$ cat src/rtl/triangle_param_jacobian_defines.svh
// assertion macros for the triangle parameterization jacobian block
// used by the top level only, no other dependencies
`ifndef TRIANGLE_PARAM_JACOBIAN_DEFINES_SVH
`define TRIANGLE_PARAM_JACOBIAN_DEFINES_SVH

// same-cycle implication, checked out of reset
`define TPJ_ASSERT_IMP(lbl, clk, rst_n, ante, cons) \
    lbl: assert property (@(posedge clk) disable iff (!rst_n) (ante) |-> (cons)) \
        else $error("tpj check failed");

// next-cycle implication, checked out of reset
`define TPJ_ASSERT_NXT(lbl, clk, rst_n, ante, cons) \
    lbl: assert property (@(posedge clk) disable iff (!rst_n) (ante) |=> (cons)) \
        else $error("tpj check failed");

`endif

$ cat src/rtl/tpj_pkg.sv
// shared widths and pipeline types for the triangle parameterization jacobian
// no dependencies
package tpj_pkg;

    localparam int CW    = 32;            // coordinate width
    localparam int FW    = 16;            // fraction bits
    localparam int DW    = CW + 1;        // corner difference
    localparam int AW    = 2 * DW;        // area product
    localparam int PW    = CW + DW;       // numerator product
    localparam int SW    = AW + 1;        // signed sums and magnitudes
    localparam int NW    = SW + FW + 1;   // scaled dividend
    localparam int DDW   = SW + 1;        // divisor, twice the area
    localparam int QW    = CW + 1;        // quotient bits kept
    localparam int NLANE = 4;

    typedef struct packed {
        logic [DDW-1:0] rem;
        logic [QW-1:0]  nlo;   // dividend bits still to shift in
        logic [QW-1:0]  quo;
        logic           ovf;
        logic           neg;
    } t_lane;

    typedef struct packed {
        logic                  vld;
        logic                  degen;
        logic [DDW-1:0]        den;
        t_lane [NLANE-1:0]     lane;
    } t_div;

endpackage

$ cat src/rtl/tpj_div_step.sv
// one registered restoring-division step for all four jacobian lanes
// depends on tpj_pkg
module tpj_div_step (
    input  logic           i_clk,
    input  logic           i_rst_n,
    input  tpj_pkg::t_div  i_div,
    output tpj_pkg::t_div  o_div
);
    import tpj_pkg::*;

    t_div             r_div, n_div;
    logic [DDW:0]     w_r2 [NLANE];

    always_comb begin
        n_div = i_div;
        // valid cleared while in reset
        n_div.vld = i_div.vld && i_rst_n;
        for (int e = 0; e < NLANE; e++) begin
            w_r2[e] = {i_div.lane[e].rem, i_div.lane[e].nlo[QW-1]};
            n_div.lane[e].nlo = {i_div.lane[e].nlo[QW-2:0], 1'b0};
            if (w_r2[e] >= {1'b0, i_div.den}) begin
                n_div.lane[e].rem = DDW'(w_r2[e] - {1'b0, i_div.den});
                n_div.lane[e].quo = {i_div.lane[e].quo[QW-2:0], 1'b1};
            end else begin
                n_div.lane[e].rem = w_r2[e][DDW-1:0];
                n_div.lane[e].quo = {i_div.lane[e].quo[QW-2:0], 1'b0};
            end
        end
    end

    always_ff @(posedge i_clk) begin
        r_div <= n_div;
    end

    assign o_div = r_div;

endmodule

$ cat config.mk
export PLATFORM = sky130hd
export DESIGN_NAME = tpj_div_step
export DESIGN_NICKNAME = d
export VERILOG_FILES = /design/src/rtl/triangle_param_jacobian_defines.svh /design/src/rtl/tpj_pkg.sv /design/src/rtl/tpj_div_step.sv
export SDC_FILE = /design/constraint.sdc
export NUM_CORES = 1
export LEC_CHECK = 0
export BUFFER_PORTS_ARGS = -buffer_cell sky130_fd_sc_hd__clkbuf_2
export CORE_AREA = 2 2 485 487
export DETAILED_ROUTE_END_ITERATION = 16
export DIE_AREA = 0 0 487 489
export GPL_ROUTABILITY_DRIVEN = 0
export SETUP_SLACK_MARGIN = 0.5
export SLEW_MARGIN = 20
export SYNTH_ARGS = -nofsm -noshare
export SYNTH_HDL_FRONTEND = slang
export SYNTH_SLANG_ARGS = --single-unit
$ cat constraint.sdc
create_clock -name i_clk -period 10.4 [get_ports i_clk]
set_input_delay 0.52 -clock i_clk [delete_from_list [all_inputs] [get_ports i_clk]]
set_output_delay 0.52 -clock i_clk [all_outputs]
set_load 0.005 [all_outputs]
# After elaboration in Yosys (flattened, before gate mapping)
# Cells that the tools add are included.
# op_classes
add_sub_neg,4
magnitude_cmp,4
muxes,8
reduce_logical,1
# ops
cell,n
$ge 69x68->1,4
$mux 68,4
$sub 68x68->68,4
$mux 1,4
$logic_and 1x1->1,1
# totals
regBits,610
wordCells,40

# Longest topological paths before layout
# Gate-level depths: netlist of the first run.
# logic_depth
depth_word,2
ltp_mapped,17
mapped_depth_nobuf,14

# Worst setup path before layout of the first run
# No wires, ideal clock.
# synth_path
path_type,input port to flip-flop
from,in i_div[587] (netlist bit)
to,reg r_div (netlist bit o_div[102])
setup_time_ns,0.123
arrival_ns,3.583
required_time_ns,10.277
setup_slack_ns,6.693
cell_stages,14
n_path_buf,4
path_cell_list,inv_1 -> ha_1 -> buf_2 -> nand4_2 -> or4_1 -> or4_4 -> o21ai_4 -> o211ai_2 -> a211o_1 -> buf_6 -> and2_1 -> buf_6 -> buf_2 -> mux2_1
# synth_rtl
item,line,rtl
"start, declared",tpj_div_step.sv:6,"input tpj_pkg::t_div i_div,"
"end signal, assigned",tpj_div_step.sv:32,r_div <= n_div;
"end, declared",tpj_div_step.sv:11,"t_div r_div, n_div;"

==> results.sh, run 1 <==
export IMPL_status="complete, no violations"
export IMPL_io_pins=1230
export IMPL_path_clk_slew_ns=0.06
export IMPL_leakagePower_nw=22.6
export IMPL_port_buffers=1221
export IMPL_hold_start="i_div[264]"
export IMPL_power_density_nw_per_um2=174
export IMPL_drive_gt1_frac=0.285
export IMPL_cap_violations=0
export IMPL_crit_required_ns=11.00
export IMPL_largest_register_ffs=610
export IMPL_grt_pass1_wl_mm=326
export IMPL_finalHoldViolCount=0
export IMPL_grt_max_degree=86
export IMPL_rows=178
export IMPL_drc=0
export IMPL_firstDrtPassIters=8
export IMPL_rsz0062_at_grt="false"
export IMPL_gr_usage_all_layers=0.208
export IMPL_setup_tns_ns=0
export IMPL_synth_seq_area_share=0.379
export IMPL_core_area_um2=234000
export IMPL_post_dp_hpwl_mm=227
export IMPL_cp_arrival_ns=6.20
export IMPL_numCtsBuffers=87
export IMPL_die_area_um2=238000
export IMPL_synth_edf_count=0
export IMPL_end_kind="flip-flop"
export IMPL_globalRouteOverflowTotal=0
export IMPL_post_cts_buffers=0
export IMPL_dominantRegCellSynth="dfxtp_1"
export IMPL_setup_viol=0
export IMPL_via_per_inst=4.18
export IMPL_grt_pass1_vias=34500
export IMPL_setup_worst_path_start="i_div[558]"
export IMPL_hold_path_end="o_div[265]$_DFF_P_"
export IMPL_vdd_drop_max_mv=0.126
export IMPL_cts_root_buf="clkbuf_16"
export IMPL_crit_type="in2reg"
export IMPL_synthCells=3719
export IMPL_cts_tree="done"
export IMPL_worst_slack_ns=4.80
export IMPL_fmax_mhz=179
export IMPL_period_share=0.538
export IMPL_cts_sinks=610
export IMPL_cp_max_fo=6
export IMPL_dieWidth_um=487
export IMPL_min_delay_path_depth=2
export IMPL_ys_ff_latch=610
export IMPL_slew_viol_final=0
export IMPL_ys_async_sr_fraction=0
export IMPL_antenna_found_initial=126
export IMPL_ys_warnings_count=0
export IMPL_initial_core_util=0.138
export IMPL_layout_nets=6241
export IMPL_drt_iter0_drc=2065
export IMPL_worst_pin_slew_ns=1.08
export IMPL_die_y_um=489
export IMPL_ant_nets=0
export IMPL_cts_buffer_depth=3
export IMPL_finalCriticalPeriod_ns=5.60
export IMPL_cts_max_level=3
export IMPL_dp_slack_ns=4.21
export IMPL_synth_cell_types=85
export IMPL_area_growth_pct=54.2
export IMPL_maxSlewHeadroom=0.282
export IMPL_syn_cell_area_um2=32200
export IMPL_utilization=0.212
export IMPL_routed_wl_mm=259
export IMPL_cp_start_kind="input port"
export IMPL_avgSynthCellArea_um2=8.66
export IMPL_hold_path_class="in2reg"
export IMPL_wire_per_inst_um=30.3
export IMPL_dr_total_vias=35700
==> cell usage after synthesis (63+ instances only) <==
cell type  number  area (um^2)
nand2_1       253          950
nand4_1        89          557
a21o_1        143         1070
dfxtp_1       610        12200
a21oi_1       481         2410
ha_1          272         3400
nor3_1         63          315
mux2_2         99         1110
xor2_1         96          841
o21ai_0       182          911
xnor2_1       144         1260
clkbuf_1      152          571
inv_1         166          623
nor2_1        325         1220
==> where the power goes <==
part | leakage, nW | switching, mW | internal, mW
sequential | 5.15 | 0.127 | 2.64
clock | 1.53 | 1.37 | 2.00
combinational | 15.9 | 1.52 | 0.967
total | 22.6 | 3.01 | 5.61
==> cell type report <==
type / count / area [um^2]
clock inverters: 52 / 771
clock buffers: 109 / 2390
flip-flops and latches: 610 / 12200
inverters: 167 / 628
diodes: 58 / 145
repair buffers: 1722 / 11000
multi-input cells: 2761 / 18600
well taps: 3060 / 3830
fillers: 26000 / 184000
==> layout by cell type, fill, tap and decap left out, types with 59 or more instances in the layout <==
master,count
clkbuf_16,88
nand4_1,89
xor2_1,96
xnor2_1,144
ha_1,272
dfxtp_1,610
nand2_1,253
mux2_2,99
nand3_1,59
nor2_1,325
nor3_1,63
o21ai_0,182
inv_1,166
a21oi_1,481
a21o_1,143
clkbuf_2,1221
dlygate4sd3_1,464
==> metrics by stage <==
stage	cell area (um^2)	hold WS, ns	total power, mW	cells
finish	49600	0.0777	8.62	8539
global route	49600	0.0432	9.04	8525
CTS	49500	0.0000530	8.78	8481
detailed placement	41700	0.624	5.12	7856
global placement	41700	0.624	5.13	7856
floorplan	32200	0.548	3.90	3722
==> worst max path at each step <==
stage,to,slack [ns]
6_report,o_div[270]$_DFF_P_,4.80
5_1_grt,o_div[270]$_DFF_P_,4.64
4_1_cts,o_div[270]$_DFF_P_,4.65
3_5_place_dp,o_div[479]$_DFF_P_,4.21
3_3_place_gp,o_div[480]$_DFF_P_,4.21
2_1_floorplan,o_div[102]$_DFF_P_,6.69
==> cell families after synthesis <==
family,count (synthesis),share of synthesized area
AOI/OAI and AO/OA,1151,0.222
xor gates and xnor gates,240,0.0653
adders and majority gates,276,0.108
buffers and inverters,351,0.0429
DFF,610,0.379
muxes,111,0.0386
other,1,0.000116
and+or+nand+nor,979,0.144
==> critical path, cell delays in order <==
cell	delay (ns)
dlygate4sd3_1	0.59
clkbuf_2	0.13
inv_1	0.29
ha_1	0.53
nand4_1	0.24
nor3_1	0.65
o21a_1	0.22
a21oi_1	0.15
nand4bb_1	0.51
a2111oi_1	1.01
nor3_1	0.33
o41ai_1	0.61
xor2_1	0.12
mux2_2	0.28
==> timing repair <==
item                       in CTS  in global routing
setup endpoints to repair       0                  0
resized for setup               0                  0
hold buffers                  464                  0
hold endpoints to repair      463                  0
==> routing by layer <==
layer / share of wire / global-route usage / up-vias
li1: - / - / 16700
met1: 0.34 / 0.200 / 16700
met2: 0.50 / 0.381 / 1776
met3: 0.10 / 0.0846 / 514
met4: 0.059 / 0.106 / 28
met5: 0.00075 / 0 / -
Power figures use the tool's default switching activity.
==> run 2: changes to the inputs <==
CORE_AREA = 2 2 476 478   (was 2 2 485 487)
DIE_AREA = 0 0 478 480   (was 0 0 487 489)
clock period = 5.8 ns   (was 10.4 ns; I/O delays follow)
==> run 2 against run 1 <==
  * Sequential power is 82% higher
  * First-iteration DRC count is 0.97% lower
  * Sequential share of layout area is 0.70 points lower
  * Worst hold slack better by 0.0029 ns
  * Routed wire length is 0.33% higher
  * Combinational power is 83% higher
  * Flip-flop and latch count stayed put
  * Non-clock buffer count is 173 higher
  * Total power is 78% higher
  * Clock power is 71% higher
  * Critical path depth is 4 higher
  * Via count is 5.0% higher
==> results.sh, run 2 (synthesis results as in run 1) <==
export IMPL_cts_root_buf="clkbuf_16"
export IMPL_maxSlewHeadroom=0.251
export IMPL_cap_violations=0
export IMPL_ant_nets=0
export IMPL_cp_arrival_ns=5.32
export IMPL_cts_buffer_depth=3
export IMPL_utilization=0.228
export IMPL_cts_max_level=3
export IMPL_multi_input_area_um2=18600
export IMPL_period_share=0.815
export IMPL_drc=0
export IMPL_nFillCells=24300
export IMPL_leakagePower_nw=23.3
export IMPL_hold_ws_ns=0.0806
export IMPL_power_mw=15.3
export IMPL_core_area_um2=224000
export IMPL_cp_start_kind="input port"
export IMPL_cts_sinks=610
export IMPL_finalHoldViolCount=0
export IMPL_area_growth_pct=58.7
export IMPL_drive_gt1_frac=0.282
export IMPL_status="complete, no violations"
export IMPL_die_y_um=480
export IMPL_grt_pass1_vias=37200
export IMPL_setup_viol=0
export IMPL_vdd_drop_max_mv=0.221
export IMPL_grt_pass1_wl_mm=332
export IMPL_largest_register_ffs=610
export IMPL_power_density_nw_per_um2=300
export IMPL_post_cts_resized=0
export IMPL_wire_per_inst_um=30.1
export IMPL_port_buffers=1221
export IMPL_fmax_mhz=212
export IMPL_hold_path_class="in2reg"
export IMPL_grt_max_degree=67
export IMPL_path_clk_slew_ns=0.08
export IMPL_gr_usage_all_layers=0.216
export IMPL_routed_wl_mm=260
export IMPL_seq_area_um2=12200
export IMPL_place_area_um2=41900
export IMPL_layout_nets=6412
export IMPL_initial_core_util=0.144
export IMPL_via_per_inst=4.34
export IMPL_end_kind="flip-flop"
export IMPL_final_common_cell="clkbuf_2"
export IMPL_cts_tree="done"
export IMPL_post_cts_buffers=0
export IMPL_setup_tns_ns=0
export IMPL_post_dp_hpwl_mm=225
export IMPL_crit_type="in2reg"
export IMPL_slew_viol_final=0
export IMPL_design_area_um2=51100
export IMPL_dr_total_vias=37500
export IMPL_worst_pin_slew_ns=1.11
export IMPL_crit_required_ns=6.39
export IMPL_numCtsBuffers=85
export IMPL_globalRouteOverflowTotal=0
export IMPL_cp_max_fo=66
export IMPL_firstDrtPassIters=8
export IMPL_mostFrequentLayoutCells="clkbuf_2, dfxtp_1, dlygate4sd3_1, a21oi_1, nor2_1"
export IMPL_rsz0062_at_grt="false"
export IMPL_io_pins=1230
export IMPL_antenna_found_initial=113
export IMPL_finalCriticalPeriod_ns=4.73
export IMPL_drt_iter0_drc=2045
export IMPL_die_area_um2=229000
export IMPL_dieWidth_um=478
export IMPL_rows=174
==> run 2: metal layers <==
layer  track usage  wire length [um]  vias up
met5             0               258        -
met4         0.123             18200       38
met3        0.0682             21300      595
met2         0.395            130000     2057
met1         0.216             90100    17800
li1              -                 -    17000
==> run 2: final cells by class <==
cell class	instances	area share
repair buffers	1895	0.249
inverters	167	0.0123
flip-flops and latches	610	0.239
multi-input cells	2761	0.365
well taps	2992	0.0733
diodes	49	0.00240
clock inverters	50	0.0126
clock buffers	106	0.0465
==> run 2: worst max-delay path: stages <==
cell and delay (ns):
dlygate4sd3_1 0.55, clkbuf_2 0.13, inv_1 0.44, ha_1 0.41
a21o_1 0.22, a311o_1 0.38, a21oi_1 0.13, a31oi_1 0.23
a211oi_2 0.79, o2111ai_1 0.23, a31oi_1 0.33, nor2_1 0.10
nor2_1 0.26, clkinv_2 0.13, buf_12 0.20, buf_4 0.24
nor2_1 0.10, a21oi_1 0.05
==> run 2: report_power, final <==
part / switching, mW / internal, mW
logic: 2.71 / 1.82
clock network: 2.39 / 3.38
registers: 0.291 / 4.74
==> run 2: final timing paths <==
check                  to  cells past startpoint        from  slack (ns)
max    o_div[492]$_DFF_P_                     18  i_div[550]        1.07
min    o_div[544]$_DFF_P_                      1  i_div[544]        0.08
==> run 2: per-stage QoR <==
step	cells	worst slack, ns
after floorplan	3722	2.32
after global placement	7819	1.05
after detailed placement	7819	1.06
after CTS	8581	1.22
after global routing	8616	0.995
final	8630	1.07
==> run 2: timing repair <==
item / CTS / global route
endpoints found under the setup margin: 0 / 0
hold buffers: 606 / 0
hold endpoints to repair: 605 / 0
